`src/degenerate_sequence_tokenizer_macros.svh`:
```
// ----------------------------------------------------------------------------
// Assertion macros for the degenerate sequence tokenizer
// Shared helpers for concurrent checks clocked on clk_i and reset by rst_ni.
// ----------------------------------------------------------------------------
`ifndef DEGENERATE_SEQUENCE_TOKENIZER_MACROS_SVH
`define DEGENERATE_SEQUENCE_TOKENIZER_MACROS_SVH

// A property that must hold at every clock edge outside reset.
`define DST_ASSERT(lbl, prop, msg) \
  lbl: assert property (@(posedge clk_i) disable iff (!rst_ni) (prop)) else $error(msg);

// A condition that must never be seen outside reset.
`define DST_ASSERT_NEVER(lbl, cond, msg) \
  lbl: assert property (@(posedge clk_i) disable iff (!rst_ni) !(cond)) else $error(msg);

`endif

```
`src/dst_pkg.sv`:
```
// ----------------------------------------------------------------------------
// Degenerate sequence tokenizer package
// Shared types, codes, register layout and the protein letter table.
// ----------------------------------------------------------------------------
package dst_pkg;

  // Largest general alphabet and width of a letter code.
  localparam int unsigned ALPHABET_MAX = 32;
  localparam int unsigned CODE_W       = 6;

  // Command queue between front and back end.
  localparam int unsigned QDEPTH = 4;
  localparam int unsigned QPTR_W = 2;
  localparam int unsigned QCNT_W = 3;

  // Character constants.
  localparam logic [7:0] CHAR_SPACE = 8'd32;
  localparam logic [7:0] CHAR_TAB   = 8'd9;
  localparam logic [7:0] CHAR_CR    = 8'd13;
  localparam logic [7:0] CHAR_LC_A  = 8'h61;
  localparam logic [7:0] CHAR_LC_Z  = 8'h7a;
  localparam logic [7:0] CHAR_A     = 8'h41;
  localparam logic [7:0] CHAR_C     = 8'h43;
  localparam logic [7:0] CHAR_G     = 8'h47;
  localparam logic [7:0] CHAR_T     = 8'h54;
  localparam logic [7:0] CHAR_U     = 8'h55;
  localparam logic [7:0] CHAR_Z     = 8'h5a;
  localparam logic [7:0] CASE_GAP   = 8'd32;

  // Set letter count saturates here.
  localparam logic [1:0] SET_MIN = 2'd2;

  // Register reset values.
  localparam logic [1:0] RST_MODE  = 2'd1;
  localparam logic [7:0] RST_OPEN  = 8'd123;
  localparam logic [7:0] RST_CLOSE = 8'd125;

  typedef enum logic [2:0] {
    EV_RUN_LETTER = 3'd0,
    EV_SET_LETTER = 3'd1,
    EV_RUN_CLOSED = 3'd2,
    EV_SET_CLOSED = 3'd3,
    EV_DONE       = 3'd4,
    EV_ERROR      = 3'd5
  } event_kind_e;

  typedef enum logic [2:0] {
    ERR_NONE         = 3'd0,
    ERR_BAD_CHAR     = 3'd1,
    ERR_SHORT_SET    = 3'd2,
    ERR_EMPTY        = 3'd3,
    ERR_UNTERMINATED = 3'd4
  } error_e;

  typedef enum logic [1:0] {
    MODE_GENERAL = 2'd0,
    MODE_DNA     = 2'd1,
    MODE_PROTEIN = 2'd2
  } alpha_mode_e;

  typedef enum logic [2:0] {
    REG_MODE   = 3'd0,
    REG_OPEN   = 3'd1,
    REG_CLOSE  = 3'd2,
    REG_LENGTH = 3'd3,
    REG_WORD0  = 3'd4,
    REG_WORD1  = 3'd5,
    REG_WORD2  = 3'd6,
    REG_WORD3  = 3'd7
  } reg_idx_e;

  // Configuration seen by the front end.
  typedef struct packed {
    logic [1:0]        alphabet_mode;
    logic [7:0]        open_char;
    logic [7:0]        close_char;
    logic [5:0]        alphabet_length;
    logic [3:0][63:0]  alphabet_word;
  } cfg_t;

  // One queued command: one result, or run closed followed by a final result.
  typedef struct packed {
    logic              two_results;
    event_kind_e       kind;
    logic [CODE_W-1:0] code;
    error_e            err;
  } cmd_t;

  // Protein code for an upper-case letter offset from 'A', zero when invalid.
  function automatic logic [CODE_W-1:0] prot_code(input logic [4:0] idx);
    logic [CODE_W-1:0] r;
    case (idx)
      5'd0:    r = 6'd1;
      5'd2:    r = 6'd2;
      5'd3:    r = 6'd3;
      5'd4:    r = 6'd4;
      5'd5:    r = 6'd5;
      5'd6:    r = 6'd6;
      5'd7:    r = 6'd7;
      5'd8:    r = 6'd8;
      5'd10:   r = 6'd9;
      5'd11:   r = 6'd10;
      5'd12:   r = 6'd11;
      5'd13:   r = 6'd12;
      5'd14:   r = 6'd13;
      5'd15:   r = 6'd14;
      5'd16:   r = 6'd15;
      5'd17:   r = 6'd16;
      5'd18:   r = 6'd17;
      5'd19:   r = 6'd18;
      5'd20:   r = 6'd19;
      5'd21:   r = 6'd20;
      5'd22:   r = 6'd21;
      5'd24:   r = 6'd22;
      default: r = '0;
    endcase
    return r;
  endfunction

endpackage

```
`src/dst_if.sv`:
```
// ----------------------------------------------------------------------------
// Tokenizer stream interfaces
// Valid/ready channels for sequence bytes in and token events out.
// ----------------------------------------------------------------------------

// Sequence byte channel.
interface dst_in_if;
  logic       valid;
  logic       ready;
  logic [7:0] char_byte;
  logic       end_of_sequence;

  modport source (output valid, output char_byte, output end_of_sequence, input ready);
  modport sink   (input valid, input char_byte, input end_of_sequence, output ready);
endinterface

// Token event channel.
interface dst_out_if;
  logic       valid;
  logic       ready;
  logic [2:0] event_kind;
  logic [5:0] letter_code;
  logic [2:0] error_code;
  logic       last;

  modport source (output valid, output event_kind, output letter_code, output error_code,
                  output last, input ready);
  modport sink   (input valid, input event_kind, input letter_code, input error_code,
                  input last, output ready);
endinterface

```
`src/dst_regs.sv`:
```
// ----------------------------------------------------------------------------
// Tokenizer configuration registers
// APB-style register file holding the alphabet mode, set delimiters and the
// general alphabet.
// ----------------------------------------------------------------------------
module dst_regs (
  input  logic          clk_i,
  input  logic          rst_ni,
  input  logic          psel,
  input  logic          penable,
  input  logic          pwrite,
  input  logic [5:0]    paddr,
  input  logic [63:0]   pwdata,
  output logic [63:0]   prdata,
  output logic          pready,
  output dst_pkg::cfg_t cfg_o
);

  dst_pkg::cfg_t cfg_q;
  logic          wr_en;
  logic [2:0]    idx;

  assign pready = 1'b1;
  assign wr_en  = psel && penable && pwrite;
  assign idx    = paddr[5:3];

  // Register writes on the access cycle.
  always_ff @(posedge clk_i or negedge rst_ni) begin
    if (!rst_ni) begin
      cfg_q.alphabet_mode   <= dst_pkg::RST_MODE;
      cfg_q.open_char       <= dst_pkg::RST_OPEN;
      cfg_q.close_char      <= dst_pkg::RST_CLOSE;
      cfg_q.alphabet_length <= '0;
      cfg_q.alphabet_word   <= '0;
    end else if (wr_en) begin
      case (idx)
        dst_pkg::REG_MODE:   cfg_q.alphabet_mode    <= pwdata[1:0];
        dst_pkg::REG_OPEN:   cfg_q.open_char        <= pwdata[7:0];
        dst_pkg::REG_CLOSE:  cfg_q.close_char       <= pwdata[7:0];
        dst_pkg::REG_LENGTH: cfg_q.alphabet_length  <= pwdata[5:0];
        dst_pkg::REG_WORD0:  cfg_q.alphabet_word[0] <= pwdata;
        dst_pkg::REG_WORD1:  cfg_q.alphabet_word[1] <= pwdata;
        dst_pkg::REG_WORD2:  cfg_q.alphabet_word[2] <= pwdata;
        dst_pkg::REG_WORD3:  cfg_q.alphabet_word[3] <= pwdata;
        default: ;
      endcase
    end
  end

  // Read back.
  always_comb begin
    case (idx)
      dst_pkg::REG_MODE:   prdata = {62'd0, cfg_q.alphabet_mode};
      dst_pkg::REG_OPEN:   prdata = {56'd0, cfg_q.open_char};
      dst_pkg::REG_CLOSE:  prdata = {56'd0, cfg_q.close_char};
      dst_pkg::REG_LENGTH: prdata = {58'd0, cfg_q.alphabet_length};
      dst_pkg::REG_WORD0:  prdata = cfg_q.alphabet_word[0];
      dst_pkg::REG_WORD1:  prdata = cfg_q.alphabet_word[1];
      dst_pkg::REG_WORD2:  prdata = cfg_q.alphabet_word[2];
      dst_pkg::REG_WORD3:  prdata = cfg_q.alphabet_word[3];
      default:             prdata = '0;
    endcase
  end

  assign cfg_o = cfg_q;

endmodule

```
`src/dst_front.sv`:
```
// ----------------------------------------------------------------------------
// Tokenizer front end
// Accepts one byte per cycle while the queue has room, classifies it, keeps
// the parse state and pushes a command for every byte that causes results.
// ----------------------------------------------------------------------------
`include "degenerate_sequence_tokenizer_macros.svh"

module dst_front (
  input  logic          clk_i,
  input  logic          rst_ni,
  input  dst_pkg::cfg_t cfg_i,
  dst_in_if.sink        in_i,
  input  logic          q_full_i,
  output logic          push_o,
  output dst_pkg::cmd_t cmd_o
);

  logic       run_q, run_d;
  logic [1:0] cnt_q, cnt_d;
  logic       seen_q, seen_d;
  logic       err_q, err_d;

  logic       acc;
  logic [7:0] c;
  logic [7:0] u;
  logic       blank;
  logic [5:0] n_eff;
  logic [255:0]                 alpha_flat;
  logic [dst_pkg::CODE_W-1:0]   gen_code;
  logic [dst_pkg::CODE_W-1:0]   code;

  assign in_i.ready = !q_full_i;
  assign acc        = in_i.valid && !q_full_i;
  assign c          = in_i.char_byte;

  // Blank test and case folding.
  assign blank = (c == dst_pkg::CHAR_SPACE) ||
                 (c >= dst_pkg::CHAR_TAB && c <= dst_pkg::CHAR_CR);
  assign u     = (c >= dst_pkg::CHAR_LC_A && c <= dst_pkg::CHAR_LC_Z) ?
                 (c - dst_pkg::CASE_GAP) : c;

  // General alphabet: parallel compares, first match wins.
  assign alpha_flat = cfg_i.alphabet_word;
  assign n_eff      = (cfg_i.alphabet_length > 6'(dst_pkg::ALPHABET_MAX)) ?
                      6'(dst_pkg::ALPHABET_MAX) : cfg_i.alphabet_length;

  always_comb begin
    gen_code = '0;
    for (int i = dst_pkg::ALPHABET_MAX - 1; i >= 0; i--) begin
      if ((6'(i) < n_eff) && (alpha_flat[8*i +: 8] == c)) begin
        gen_code = 6'(i + 1);
      end
    end
  end

  // Letter code for the current mode.
  always_comb begin
    code = '0;
    if (cfg_i.alphabet_mode == dst_pkg::MODE_DNA) begin
      case (u)
        dst_pkg::CHAR_A: code = 6'd1;
        dst_pkg::CHAR_C: code = 6'd2;
        dst_pkg::CHAR_G: code = 6'd3;
        dst_pkg::CHAR_T: code = 6'd4;
        dst_pkg::CHAR_U: code = 6'd4;
        default:         code = '0;
      endcase
    end else if (cfg_i.alphabet_mode == dst_pkg::MODE_PROTEIN) begin
      if (u >= dst_pkg::CHAR_A && u <= dst_pkg::CHAR_Z) begin
        code = dst_pkg::prot_code(5'(u - dst_pkg::CHAR_A));
      end
    end else begin
      code = gen_code;
    end
  end

  // Parse decision and next state.
  always_comb begin
    run_d  = run_q;
    cnt_d  = cnt_q;
    seen_d = seen_q;
    err_d  = err_q;
    push_o = 1'b0;
    cmd_o  = '{two_results: 1'b0, kind: dst_pkg::EV_RUN_CLOSED, code: '0,
               err: dst_pkg::ERR_NONE};
    if (acc) begin
      if (in_i.end_of_sequence) begin
        push_o            = !err_q;
        cmd_o.two_results = 1'b1;
        if (!seen_q) begin
          cmd_o.kind = dst_pkg::EV_ERROR;
          cmd_o.err  = dst_pkg::ERR_EMPTY;
        end else if (!run_q) begin
          cmd_o.kind = dst_pkg::EV_ERROR;
          cmd_o.err  = dst_pkg::ERR_UNTERMINATED;
        end else begin
          cmd_o.kind = dst_pkg::EV_DONE;
        end
        run_d  = 1'b1;
        cnt_d  = '0;
        seen_d = 1'b0;
        err_d  = 1'b0;
      end else if (err_q || blank) begin
        push_o = 1'b0;
      end else if (c == cfg_i.open_char) begin
        push_o     = 1'b1;
        run_d      = 1'b0;
        cmd_o.kind = dst_pkg::EV_RUN_CLOSED;
      end else if (c == cfg_i.close_char) begin
        push_o = 1'b1;
        if (cnt_q < dst_pkg::SET_MIN) begin
          err_d      = 1'b1;
          cmd_o.kind = dst_pkg::EV_ERROR;
          cmd_o.err  = dst_pkg::ERR_SHORT_SET;
        end else begin
          cnt_d      = '0;
          run_d      = 1'b1;
          seen_d     = 1'b1;
          cmd_o.kind = dst_pkg::EV_SET_CLOSED;
        end
      end else if (code == '0) begin
        push_o     = 1'b1;
        err_d      = 1'b1;
        cmd_o.kind = dst_pkg::EV_ERROR;
        cmd_o.err  = dst_pkg::ERR_BAD_CHAR;
      end else begin
        push_o     = 1'b1;
        cmd_o.code = code;
        if (run_q) begin
          seen_d     = 1'b1;
          cmd_o.kind = dst_pkg::EV_RUN_LETTER;
        end else begin
          if (cnt_q < dst_pkg::SET_MIN) begin
            cnt_d = cnt_q + 2'd1;
          end
          cmd_o.kind = dst_pkg::EV_SET_LETTER;
        end
      end
    end
  end

  // Parse state.
  always_ff @(posedge clk_i or negedge rst_ni) begin
    if (!rst_ni) begin
      run_q  <= 1'b1;
      cnt_q  <= '0;
      seen_q <= 1'b0;
      err_q  <= 1'b0;
    end else begin
      run_q  <= run_d;
      cnt_q  <= cnt_d;
      seen_q <= seen_d;
      err_q  <= err_d;
    end
  end

  // The set letter count saturates at two.
  `DST_ASSERT_NEVER(a_cnt_sat, cnt_q == 2'd3, "set letter count passed saturation")
  // Once latched, only an end marker may produce a command.
  `DST_ASSERT(a_err_quiet, (push_o && err_q) |-> in_i.end_of_sequence,
              "command pushed while an error is latched")
  // A latched error stays until an end marker is accepted.
  `DST_ASSERT(a_err_sticky, (err_q && !(acc && in_i.end_of_sequence)) |=> err_q,
              "latched error cleared without an end marker")

endmodule

```
`src/dst_queue.sv`:
```
// ----------------------------------------------------------------------------
// Tokenizer command queue
// Short first-in first-out buffer that decouples the front and back ends.
// ----------------------------------------------------------------------------
module dst_queue (
  input  logic          clk_i,
  input  logic          rst_ni,
  input  logic          push_i,
  input  dst_pkg::cmd_t cmd_i,
  input  logic          pop_i,
  output dst_pkg::cmd_t cmd_o,
  output logic          empty_o,
  output logic          full_o
);

  dst_pkg::cmd_t                entry_q [dst_pkg::QDEPTH];
  logic [dst_pkg::QPTR_W-1:0]   wr_ptr_q;
  logic [dst_pkg::QPTR_W-1:0]   rd_ptr_q;
  logic [dst_pkg::QCNT_W-1:0]   count_q;
  logic                         do_push;
  logic                         do_pop;

  assign empty_o = (count_q == '0);
  assign full_o  = (count_q == dst_pkg::QCNT_W'(dst_pkg::QDEPTH));
  assign do_push = push_i && !full_o;
  assign do_pop  = pop_i && !empty_o;
  assign cmd_o   = entry_q[rd_ptr_q];

  // Entry storage.
  always_ff @(posedge clk_i) begin
    if (do_push) begin
      entry_q[wr_ptr_q] <= cmd_i;
    end
  end

  // Pointers and fill count.
  always_ff @(posedge clk_i or negedge rst_ni) begin
    if (!rst_ni) begin
      wr_ptr_q <= '0;
      rd_ptr_q <= '0;
      count_q  <= '0;
    end else begin
      if (do_push) begin
        wr_ptr_q <= wr_ptr_q + dst_pkg::QPTR_W'(1);
      end
      if (do_pop) begin
        rd_ptr_q <= rd_ptr_q + dst_pkg::QPTR_W'(1);
      end
      case ({do_push, do_pop})
        2'b10:   count_q <= count_q + dst_pkg::QCNT_W'(1);
        2'b01:   count_q <= count_q - dst_pkg::QCNT_W'(1);
        default: count_q <= count_q;
      endcase
    end
  end

endmodule

```
`src/dst_back.sv`:
```
// ----------------------------------------------------------------------------
// Tokenizer back end
// Expands queued commands into token events and holds them in an output
// register until the consumer takes them.
// ----------------------------------------------------------------------------
`include "degenerate_sequence_tokenizer_macros.svh"

module dst_back (
  input  logic          clk_i,
  input  logic          rst_ni,
  input  dst_pkg::cmd_t cmd_i,
  input  logic          empty_i,
  output logic          pop_o,
  dst_out_if.source     out_o
);

  logic                       valid_q;
  logic                       phase_q;
  logic                       load;
  dst_pkg::event_kind_e       kind_q;
  logic [dst_pkg::CODE_W-1:0] code_q;
  dst_pkg::error_e            err_q;
  logic                       last_q;

  // The output register may take a new event when empty or being drained.
  assign load  = !valid_q || out_o.ready;
  assign pop_o = load && !empty_i && (!cmd_i.two_results || phase_q);

  // Control: valid flag and the phase of a two-event command.
  always_ff @(posedge clk_i or negedge rst_ni) begin
    if (!rst_ni) begin
      valid_q <= 1'b0;
      phase_q <= 1'b0;
    end else if (load) begin
      valid_q <= !empty_i;
      if (!empty_i) begin
        phase_q <= cmd_i.two_results && !phase_q;
      end
    end
  end

  // Event payload.
  always_ff @(posedge clk_i) begin
    if (load && !empty_i) begin
      if (cmd_i.two_results && !phase_q) begin
        kind_q <= dst_pkg::EV_RUN_CLOSED;
        code_q <= '0;
        err_q  <= dst_pkg::ERR_NONE;
        last_q <= 1'b0;
      end else begin
        kind_q <= cmd_i.kind;
        code_q <= cmd_i.code;
        err_q  <= cmd_i.err;
        last_q <= 1'b1;
      end
    end
  end

  assign out_o.valid       = valid_q;
  assign out_o.event_kind  = kind_q;
  assign out_o.letter_code = code_q;
  assign out_o.error_code  = err_q;
  assign out_o.last        = last_q;

  // Between the two events of an end marker, the first one is on show.
  `DST_ASSERT(a_phase_out, phase_q |-> (valid_q && !last_q &&
              kind_q == dst_pkg::EV_RUN_CLOSED), "end marker phase without run closed")
  // A letter event always carries a code.
  `DST_ASSERT(a_letter_code, (valid_q && (kind_q == dst_pkg::EV_RUN_LETTER ||
              kind_q == dst_pkg::EV_SET_LETTER)) |-> (code_q != '0),
              "letter event without a code")
  // Error events carry a cause and only they do.
  `DST_ASSERT(a_err_code, valid_q |-> ((kind_q == dst_pkg::EV_ERROR) ==
              (err_q != dst_pkg::ERR_NONE)), "error code does not match event kind")

endmodule

```
`src/degenerate_sequence_tokenizer.sv`:
```
// ----------------------------------------------------------------------------
// Degenerate sequence tokenizer
// Turns sequence text bytes into run, set and outcome events.
// ----------------------------------------------------------------------------
// The block takes one byte per clock cycle while its command queue has room;
// each byte's events are registered in that queue and then in the output
// register. Ordinary bytes cause at most one event, so the sustained rate is
// one byte per cycle while events are taken; an end marker causes two, and the
// four-entry command queue between classifier and event generator soaks up
// the extra one. Registers are written over the APB port at byte address 8*i
// and take effect on the next byte; no clearing pass is needed after reset.
module degenerate_sequence_tokenizer (
  input  logic        clk_i,
  input  logic        rst_ni,
  input  logic        psel,
  input  logic        penable,
  input  logic        pwrite,
  input  logic [5:0]  paddr,
  input  logic [63:0] pwdata,
  output logic [63:0] prdata,
  output logic        pready,
  dst_in_if.sink      in_i,
  dst_out_if.source   out_o
);

  dst_pkg::cfg_t cfg;
  dst_pkg::cmd_t push_cmd;
  dst_pkg::cmd_t head_cmd;
  logic          push;
  logic          pop;
  logic          q_empty;
  logic          q_full;

  // Configuration registers.
  dst_regs u_regs (
    .clk_i   (clk_i),
    .rst_ni  (rst_ni),
    .psel    (psel),
    .penable (penable),
    .pwrite  (pwrite),
    .paddr   (paddr),
    .pwdata  (pwdata),
    .prdata  (prdata),
    .pready  (pready),
    .cfg_o   (cfg)
  );

  // Classifier and parse state.
  dst_front u_front (
    .clk_i    (clk_i),
    .rst_ni   (rst_ni),
    .cfg_i    (cfg),
    .in_i     (in_i),
    .q_full_i (q_full),
    .push_o   (push),
    .cmd_o    (push_cmd)
  );

  // Command queue.
  dst_queue u_queue (
    .clk_i   (clk_i),
    .rst_ni  (rst_ni),
    .push_i  (push),
    .cmd_i   (push_cmd),
    .pop_i   (pop),
    .cmd_o   (head_cmd),
    .empty_o (q_empty),
    .full_o  (q_full)
  );

  // Event generator and output register.
  dst_back u_back (
    .clk_i   (clk_i),
    .rst_ni  (rst_ni),
    .cmd_i   (head_cmd),
    .empty_i (q_empty),
    .pop_o   (pop),
    .out_o   (out_o)
  );

endmodule

```
`src/flat_wrapper.sv`:
```
// flat-port wrapper written by rule: the top's interface ports become plain ports
module degenerate_sequence_tokenizer_flat 
  (clk_i, rst_ni, psel, penable, pwrite, paddr, pwdata, prdata, pready, in_i_valid, in_i_char_byte, in_i_end_of_sequence, in_i_ready, out_o_valid, out_o_event_kind, out_o_letter_code, out_o_error_code, out_o_last, out_o_ready);
  dst_in_if in_i_i ();
  dst_out_if out_o_i ();
  input  logic clk_i;
  input  logic rst_ni;
  input  logic psel;
  input  logic penable;
  input  logic pwrite;
  input  logic [5:0] paddr;
  input  logic [63:0] pwdata;
  output logic [63:0] prdata;
  output logic pready;
  input wire logic [$bits(in_i_i.valid)-1:0] in_i_valid;
  input wire logic [$bits(in_i_i.char_byte)-1:0] in_i_char_byte;
  input wire logic [$bits(in_i_i.end_of_sequence)-1:0] in_i_end_of_sequence;
  output wire logic [$bits(in_i_i.ready)-1:0] in_i_ready;
  output wire logic [$bits(out_o_i.valid)-1:0] out_o_valid;
  output wire logic [$bits(out_o_i.event_kind)-1:0] out_o_event_kind;
  output wire logic [$bits(out_o_i.letter_code)-1:0] out_o_letter_code;
  output wire logic [$bits(out_o_i.error_code)-1:0] out_o_error_code;
  output wire logic [$bits(out_o_i.last)-1:0] out_o_last;
  input wire logic [$bits(out_o_i.ready)-1:0] out_o_ready;
  assign in_i_i.valid = in_i_valid;
  assign in_i_i.char_byte = in_i_char_byte;
  assign in_i_i.end_of_sequence = in_i_end_of_sequence;
  assign in_i_ready = in_i_i.ready;
  assign out_o_valid = out_o_i.valid;
  assign out_o_event_kind = out_o_i.event_kind;
  assign out_o_letter_code = out_o_i.letter_code;
  assign out_o_error_code = out_o_i.error_code;
  assign out_o_last = out_o_i.last;
  assign out_o_i.ready = out_o_ready;
  degenerate_sequence_tokenizer u_core (.clk_i(clk_i), .rst_ni(rst_ni), .psel(psel), .penable(penable), .pwrite(pwrite), .paddr(paddr), .pwdata(pwdata), .prdata(prdata), .pready(pready), .in_i(in_i_i), .out_o(out_o_i));
endmodule
```
`config.mk`:
```
export PLATFORM = sky130hd
export DESIGN_NAME = degenerate_sequence_tokenizer_flat
export DESIGN_NICKNAME = d
export VERILOG_FILES = /design/src/dst_pkg.sv /design/src/dst_if.sv /design/src/dst_regs.sv /design/src/dst_front.sv /design/src/dst_queue.sv /design/src/dst_back.sv /design/src/degenerate_sequence_tokenizer.sv /design/src/flat_wrapper.sv
export VERILOG_INCLUDE_DIRS = /design/src /design/src/src
export SDC_FILE = /design/constraint.sdc
export NUM_CORES = 1
export LEC_CHECK = 0
export BUFFER_PORTS_ARGS = -buffer_cell sky130_fd_sc_hd__buf_2
export CELL_PAD_IN_SITES_DETAIL_PLACEMENT = 1
export CELL_PAD_IN_SITES_GLOBAL_PLACEMENT = 1
export CORE_ASPECT_RATIO = 0.5
export CORE_MARGIN = 2
export CORE_UTILIZATION = 49
export CTS_BUF_LIST = sky130_fd_sc_hd__clkbuf_8 sky130_fd_sc_hd__clkbuf_16
export DETAILED_ROUTE_END_ITERATION = 10
export PLACE_DENSITY = 0.89
export SETUP_SLACK_MARGIN = 0.02
export SLEW_MARGIN = 5
export SYNTH_ARGS = -nofsm -noshare
export SYNTH_HDL_FRONTEND = slang
export SYNTH_SLANG_ARGS = --single-unit
```
`constraint.sdc`:
```
create_clock -name clk_i -period 4 [get_ports clk_i]
set_input_delay 0.4 -clock clk_i [delete_from_list [all_inputs] [get_ports clk_i]]
set_output_delay 0.4 -clock clk_i [all_outputs]
set_load 0.01 [all_outputs]
```
# Word-level counts from Yosys, hierarchy flattened

Memories as Yosys holds them, arrays and structs flattened.
Index checks and enable logic that the tools add are counted.
Widths: inputs -> output; s select.

Register bits after elaboration: 307
Memory bits (writable): 52
Bits in read-only memories: 160
Input bits: 86
Output and inout port bits: 80
Logic and storage cells: 297
Memories kept: 2

Memories:

| name                   | words | width | rd ports | clocked after memory_dff | write ports | RTL line        | source |
|---|---|---|---|---|---|---|---|
| (name not given)       | 32    | 5     | 1        | 0                        | 0           | dst_pkg.sv:92   | `case (idx)` |
| u_core.u_queue.entry_q | 4     | 13    | 1        | 0                        | 1           | dst_queue.sv:16 | `dst_pkg::cmd_t entry_q [dst_pkg::QDEPTH];` |

Add/subtract/negate cells: 7
Magnitude comparators: 40
Eq/ne operators: 59
Mux-type cells: 92
Bitwise logic cells: 1
Reductions and logical operators: 75

Operator list:

| kind               | number |
|---|---|
| $pmux 64 s8        | 1 |
| $eq 8x8->1         | 34 |
| $mux 6             | 39 |
| $lt 5x6->1 const A | 16 |
| $lt 4x6->1 const A | 8 |
| $logic_and 1x1->1  | 43 |
| $eq 8x7->1 const B | 5 |
| $mux 1             | 28 |
| $lt 3x6->1 const A | 4 |
| $mux 3             | 8 |
| $mux 2             | 10 |
| $reduce_and 2->1   | 9 |
| $ge 8x7->1 const B | 2 |
| $le 8x7->1 const B | 2 |
| $eq 3x3->1 const B | 5 |
| $mux 13            | 1 |
| $lt 1x6->1 const A | 2 |
| $lt 2x6->1 const A | 2 |
| $mux 12            | 1 |
| $pmux 3 s4         | 1 |
| $reduce_bool 3->1  | 4 |
| $mux 9             | 1 |
| $ne 3x3->1 const B | 3 |
| $eq 8x6->1 const B | 1 |
| 28 further kinds   | 44 |

# Longest topological paths before layout

Gate-level depths: netlist (run 1).

Depth after elaboration: 45
Gate-level depth with buffers: 17
Depth with buffers taken out: 14

# Hierarchy

A second synthesis (run 1) with hierarchy kept.

Cell total of the unflattened synthesis: 1657
Area total of the unflattened synthesis: 21181.6 sq um

By module, submodules not included:

| module    | times used | cells each | area each (sq um) | seq. area each (sq um) |
|---|---|---|---|---|
| dst_regs  | 1          | 792        | 12828.6           | 7023.0 |
| dst_front | 1          | 724        | 5413.9            | 126.4 |
| dst_queue | 1          | 105        | 2334.7            | 1736.7 |
| dst_back  | 1          | 36         | 604.3             | 440.4 |

# Least setup slack after synthesis (run 1)

OpenSTA, ideal clock, no wires.

Kind: input-to-reg
Start point: in in_i_char_byte[0]
End point: mem u_core.u_queue.entry_q[0][11] in the netlist's numbering, data pin
Setup time: 0.278 ns
Data arrival time: 3.257 ns
Required time: 3.722 ns
Slack: 0.464 ns
Stages: 15
Path buffers: 3
Cell sequence: buf_2 -> buf_6 -> buf_2 -> inv_1 -> ha_1 -> nor3b_1 -> nor3b_1 -> o41ai_1 -> and3_1 -> a211oi_1 -> a211o_1 -> a211oi_2 -> nor3_2 -> a211oi_1 -> nor2_1

RTL lines:

| element         | RTL line           | source |
|---|---|---|
| start, declared | flat_wrapper.sv:16 | `input wire logic [$bits(in_i_i.char_byte)-1:0] in_i_char_byte;` |
| end, declared   | dst_queue.sv:16    |  |

==> reports/qor.yml, run 1 <==
grt:
  use_met1: 0.411
  use_met2: 0.556
  grt_max_degree: 124
  top_usage_layer: "met2"
  first_global_vias: 17700
  use_met3: 0.0793
  grt_use_total: 0.333
  antenna_found_initial: 2
  grt_pass1_wl_mm: 110
  grt-ovfl-total: 0
floorplan:
  start_util: 0.497
  die_w_um: 290
  fp-row-count: 52
  fp.coreArea_um2: 40500
  io_pins: 166
  die_h_um: 147
  die_area_um2: 42800
pwr:
  p_int_mw: 8.19
  pwr-share-clk: 0.288
  comb_power_share: 0.277
  leakage_nw: 9.83
  ir_drop_mv: 0.268
  switching_share: 0.343
  p_switching_mw: 4.27
  powerDensity_nw_per_um2: 543
  p_total_mw: 12.5
  pwr-share-seq: 0.436
timing:
  worst_pin_slew_ns: 1.38
  hold_ws_ns: -0.0444
  min_period_ns: 3.82
  slew_viol_final: 0
  timing.final.crit_share: 0.954
  maxSlewHeadroom: 0.0759
  setup_ws_ns: 0.183
  fin_tns_setup_ns: 0
  hold_viol: 25
  rsz0062_at_grt: "no"
  max_freq_ghz: 0.262
  setup_viol: 0
  finClkSkew_ns: 0.0418
clock_tree:
  post_cts_buffers: 0
  numCtsBuffers: 36
  clock_latency_ns: 0.56
  cts_max_level: 2
  clockRootBuffer: "clkbuf_16"
  clkSlewWorstSetupHoldPaths_ns: 0.07
  clock-sinks: 359
  post_cts_resize_count: 0
  hold_buffers: 0
  cts_tree: "done"
  cts_buffer_depth: 3
yosys:
  ys_ff_latch: 359
  synth-edff-count: 65
  syn-mean-instance-area_um2: 11.8
  synthArstFlopShare: 0.819
  syn_area_um2: 20100
  seq_area_frac_synth: 0.464
  ys.flop_type: "dfrtp_1"
  ys_types: 80
  syn_nets: 1807
  ys_warn_count: 0
  synthCells: 1707
drt:
  wl_per_cell_um: 29.4
  drtIter0Drc: 1923
  wirelength_mm: 71.5
  drt_pass1_iterations: 5
  num_vias: 16200
  drc: 0
  ant_nets: 0
  vias_per_cell: 6.66
finish:
  area_growth_pct: 14.2
  utilization: 0.567
  design_area_um2: 23000
  num-nets-final: 1969
  drive_gt1_frac: 0.340
  final_cells: 2436
  multi_input_area_um2: 10100
  fillers: 4172
  regArea_um2: 9330
setup_path:
  r2r-start: "u_core.u_regs.cfg_o[259]"
  worstSetupEndpointType: "flop"
  critical_path_class: "flop to flop"
  required_ns: 4.38
  r2r-end: "u_core.u_queue.entry_q[0][9]"
  r2r_slack_ns: 0.18
  worstSetupStartpointType: "flop"
  arrival_ns: 4.19
  reg2reg_depth: 13
  path_max_fanout: 14
placed_design:
  placed_area_um2: 21700
  dp_cells: 2371
  io_buffers: 161
  gp_congestion: 0.942
  detailed_place_hpwl_mm: 44.1
  dp_slack_ns: 0.0482
status:
  violations: "hold timing"
  outcome: "finished, violations left"
hold_path:
  hold_class: "input port to async pin"
job:
  maxCapViolCount: 0
flip-flops by register name (all words and copies together), names as in the netlist:
name,count
u_core.u_regs.cfg_o,280
u_core.u_queue.entry_q,52
u_core.u_back.out_o.letter_code,6
u_core.u_back.out_o.error_code,3
u_core.u_back.out_o.event_kind,3
u_core.u_queue.count_q,3
u_core.u_front.cnt_q,2
u_core.u_queue.rd_ptr_q,2
u_core.u_queue.wr_ptr_q,2
u_core.u_back.out_o.last,1
u_core.u_back.out_o.valid,1
u_core.u_back.phase_q,1
u_core.u_front.err_q,1
u_core.u_front.run_q,1
u_core.u_front.seen_q,1
critical path, stage by stage (launching register included):
cell and delay, ns:
dfrtp_1 0.50, buf_4 0.26, or3_1 0.50, nand3_1 0.18, nor4_1 0.07, buf_4 0.17
nor4b_1 0.37, o21ai_0 0.21, a31oi_1 0.29, o22ai_1 0.17, buf_4 0.20, nor3_4 0.27
o21ai_0 0.17, a21oi_2 0.26
worst max path at each step:
stage / start / to / slack (ns) / cells past startpoint
2_1_floorplan: in_i_char_byte[0] / u_core.u_queue.entry_q[0][11] / 0.46 / 15
3_3_place_gp: in_i_char_byte[4] / u_core.u_queue.entry_q[0][9] / 0.22 / 12
3_5_place_dp: in_i_char_byte[5] / u_core.u_queue.entry_q[0][9] / 0.05 / 13
4_1_cts: u_core.u_regs.cfg_o[260] / u_core.u_queue.entry_q[0][9] / 0.09 / 12
5_1_grt: u_core.u_regs.cfg_o[259] / u_core.u_queue.entry_q[0][9] / 0.03 / 13
6_report: u_core.u_regs.cfg_o[259] / u_core.u_queue.entry_q[0][9] / 0.18 / 13
synthesized netlist by cell type (35+ instances only):
cell      instances  area, µm²
mux2_2          284       3200
dfrtp_1         280       7010
xnor2_1         177       1550
a22oi_1         116        871
nand2_1         104        390
xor2_1          104        911
edfxtp_1         65       1950
clkbuf_1         58        218
nor2_1           43        161
nand4_1          39        244
nor4_1           35        219
metal layers:
layer | routed length (µm) | vias up
met3 | 6300 | 329
met4 | 3480 | 0
li1 | - | 6552
met2 | 34100 | 972
met1 | 27600 | 8370
met5 | 0 | -
power by group through the flow:
| stage | clock [mW] | combinational, mW | sequential (mW) |
|---|---|---|---|
| floorplan | 0 | 2.26 | 5.17 |
| global placement | 0 | 3.06 | 5.31 |
| detailed placement | 0 | 3.26 | 5.41 |
| CTS | 3.61 | 3.40 | 5.39 |
| global route | 3.75 | 3.67 | 5.49 |
| finish | 3.59 | 3.45 | 5.43 |
placed cells by master, fill, tap and decap left out, types with 26 or more instances in the layout:
| master | instances |
|---|---|
| mux2_2 | 284 |
| dfrtp_1 | 278 |
| xnor2_1 | 177 |
| buf_2 | 160 |
| a22oi_1 | 116 |
| nand2_1 | 104 |
| xor2_1 | 104 |
| edfxtp_1 | 65 |
| buf_4 | 58 |
| nand4_1 | 39 |
| nor2_1 | 38 |
| clkbuf_16 | 37 |
| nor4_1 | 35 |
| inv_1 | 32 |
| nand3_1 | 27 |
| a21oi_1 | 26 |
| nor3_1 | 26 |
cell families after synthesis:
| logic type | after synthesis | synth area share |
|---|---|---|
| buffers and inverters | 135 | 0.0353 |
| XOR/XNOR | 281 | 0.122 |
| other | 1 | 0.000186 |
| multiplexers | 307 | 0.182 |
| AND/OR/NAND/NOR | 365 | 0.0976 |
| flip-flops | 359 | 0.464 |
| AO/OA/AOI/OAI | 244 | 0.0895 |
| adder cells (fa/ha/maj) | 15 | 0.00958 |
layout make-up:
| class | count | area share |
|---|---|---|
| antenna | 1 | 0.000109 |
| multi-input combinational | 1213 | 0.441 |
| inverter | 27 | 0.00441 |
| clock inverter | 20 | 0.00823 |
| sequential | 359 | 0.406 |
| timing repair buffer | 232 | 0.0658 |
| clock buffer | 44 | 0.0445 |
| tap | 540 | 0.0294 |
Power figures use the tool's default switching activity.
==> inputs of run 2 (changes only) <==
- GPL_TIMING_DRIVEN: unset -> 0
- clock period: 4 -> 4.05 ns (I/O delays scaled with it)
==> run 2 against run 1 <==
The flow finishes with violations (capacitance limit, slew limit, setup timing). Critical path depth fell by 2. Register-to-register slack got worse by 0.21 ns. Final area fell by 0.14%. Clock-buffer cell count fell by 4. Combinational power barely moved. Clock power fell by 1%. Via count rose by 3.7%. Wire length rose by 8.1%. Sequential power fell by 2%. Clock skew fell by 0.011 ns. Sequential share of layout area barely moved. Critical path type unchanged.
==> reports/qor.yml, run 2 (synthesis gave the netlist of run 1 again) <==
status:
  outcome: "finished, violations left"  # unchanged
  violations: "capacitance limit, slew limit, setup timing"  # was hold timing
finish:
  design_area_um2: 22900  # was 23000 µm²
  num-nets-final: 2002  # was 1969
  fillers: 4215  # was 4172
  largest_reg_flops: 280  # unchanged
  layout_common_cells: "mux2_2, dfrtp_1, xnor2_1"  # unchanged
  multi_input_area_um2: 10200  # was 10100 µm²
  final_cells: 2469  # was 2436
  regArea_um2: 9330  # about the same
  layout_commonest_cell: "mux2_2"  # unchanged
  area_growth_pct: 14.0  # was 14.2%
  drive_gt1_frac: 0.318  # was 0.340
  utilization: 0.567  # about the same
setup_path:
  arrival_ns: 4.44  # was 4.19 ns
  required_ns: 4.42  # was 4.38 ns
  reg2reg_depth: 11  # was 13
  worstSetupStartpointType: "flop"  # unchanged
  path_max_fanout: 10  # was 14
  critical_path_class: "flop to flop"  # unchanged
  worstSetupEndpointType: "flop"  # unchanged
clock_tree:
  post_cts_buffers: 0  # unchanged
  cts_tree: "done"  # unchanged
  clock-sinks: 359  # unchanged
  cts_max_level: 2  # unchanged
  cts_buffer_depth: 3  # unchanged
  numCtsBuffers: 36  # unchanged
  clkSlewWorstSetupHoldPaths_ns: 0.07  # about the same
  clockRootBuffer: "clkbuf_16"  # unchanged
  clock_latency_ns: 0.57  # was 0.56 ns
drt:
  wirelength_mm: 77.4  # was 71.5 mm
  wl_per_cell_um: 31.3  # was 29.4 µm
  ant_nets: 0  # unchanged
  drt_pass1_iterations: 7  # was 5
  drc: 0  # unchanged
  num_vias: 16800  # was 16200
  vias_per_cell: 6.81  # was 6.66
  drtIter0Drc: 2267  # was 1923
timing:
  rsz0062_at_grt: "no"  # unchanged
  slew_viol_final: 11  # was 0
  hold_viol: 0  # was 25
  fin_tns_setup_ns: -0.0757  # was 0 ns
  min_period_ns: 4.07  # was 3.82 ns
  setup_viol: 5  # was 0
  worst_pin_slew_ns: 1.56  # was 1.38 ns
  max_freq_ghz: 0.246  # was 0.262 GHz
  finClkSkew_ns: 0.0310  # was 0.0418 ns
  maxSlewHeadroom: -0.0433  # was 0.0759
  setup_ws_ns: -0.0222  # was 0.183 ns
  timing.final.crit_share: 1.01  # was 0.954
grt:
  grt_max_degree: 114  # was 124
  grt_pass1_wl_mm: 115  # was 110 mm
  grt_use_total: 0.359  # was 0.333
  grt-ovfl-total: 0  # unchanged
  antenna_found_initial: 3  # was 2
  first_global_vias: 17800  # was 17700
floorplan:
  fp-row-count: 52  # unchanged
  start_util: 0.497  # unchanged
  die_w_um: 290  # unchanged
  fp.coreArea_um2: 40500  # unchanged
  die_h_um: 147  # unchanged
  die_area_um2: 42800  # unchanged
  io_pins: 166  # unchanged
pwr:
  leakage_nw: 9.73  # was 9.83 nW
  ir_drop_mv: 0.257  # was 0.268 mV
  powerDensity_nw_per_um2: 538  # was 543 nW/µm²
placed_design:
  dp_slack_ns: -0.870  # was 0.0482 ns
  dp_cells: 2405  # was 2371
  gp_congestion: 1.01  # was 0.942
  detailed_place_hpwl_mm: 50.4  # was 44.1 mm
  placed_area_um2: 21600  # was 21700 µm²
  io_buffers: 155  # was 161
hold_path:
  hold_class: "input port to flop"  # was input port to async pin
  whs_path_depth: 4
job:
  maxCapViolCount: 1  # was 0
==> run 2: cell types whose count changed in the layout (fill, tap and decap cells not counted), sizes merged <==
| cell | delta |
|---|---|
| clkbuf | +54 |
| buf | -26 |
| clkinv | +2 |
| clkinvlp | +1 |
| dlygate4sd3 | +1 |
| inv | +1 |
==> run 2: layer usage <==
layer  share of wire  wire length [µm]  vias up  track usage
met2            0.45             35000     1232        0.568
met3            0.11              8370      430        0.112
met5         0.00035                27        -            0
met4           0.064              4930        4        0.195
met1            0.38             29100     8539        0.444
li1                -                 -     6618            -
==> run 2: worst paths after layout <==
check                                          start                            to  slack (ns)
max in group asynchronous                     rst_ni      u_core.u_regs.cfg_o[251]        2.62
hold / removal                           out_o_ready     u_core.u_back.out_o.valid        0.10
min in group asynchronous                     rst_ni      u_core.u_regs.cfg_o[208]        0.38
setup reg to reg            u_core.u_regs.cfg_o[261]  u_core.u_queue.entry_q[0][9]       -0.02
setup / recovery            u_core.u_regs.cfg_o[261]  u_core.u_queue.entry_q[0][9]       -0.02
hold reg to reg            u_core.u_back.out_o.valid     u_core.u_back.out_o.valid        0.49
==> run 2: what timing repair did <==
item	in CTS	in global routing
resized for setup	10	8
endpoints found under the hold margin	71	0
pin swaps	0	1
hold buffers	1	0
endpoints found under the setup margin	19	12
==> run 2: through the flow <==
step	total power, mW	hold WS [ns]
2_1_floorplan	7.34	0.109
3_3_place_gp	8.27	0.473
3_5_place_dp	8.56	0.414
4_1_cts	12.2	0.102
5_1_grt	12.7	0.130
6_report	12.3	0.104
==> run 2: cell type report <==
class	count	area share
clock buffers	40	0.0427
well taps	540	0.0295
flip-flops and latches	359	0.407
repair buffers	159	0.0378
diodes	1	0.000109
plain buffers	106	0.0262
inverters	27	0.00442
clock inverters	24	0.00889
multi-input cells	1213	0.444
==> run 2: power by group <==
group	switching [mW]	internal (mW)	total, mW
registers	0.795	4.53	5.33
logic	1.93	1.53	3.46
clock network	1.60	1.94	3.54
total	4.33	8.00	12.3
==> run 2: worst max-delay path, stage by stage, from the launching register on <==
cell and delay [ns]:
dfrtp_1 0.52, buf_2 0.36, a21o_1 0.35, o211ai_1 0.17, nor3_1 0.64, or4_4 0.29
o2111ai_1 0.19, a31oi_2 0.41, o211ai_4 0.13, nor3_2 0.32, o21ai_0 0.21, a21oi_2 0.27
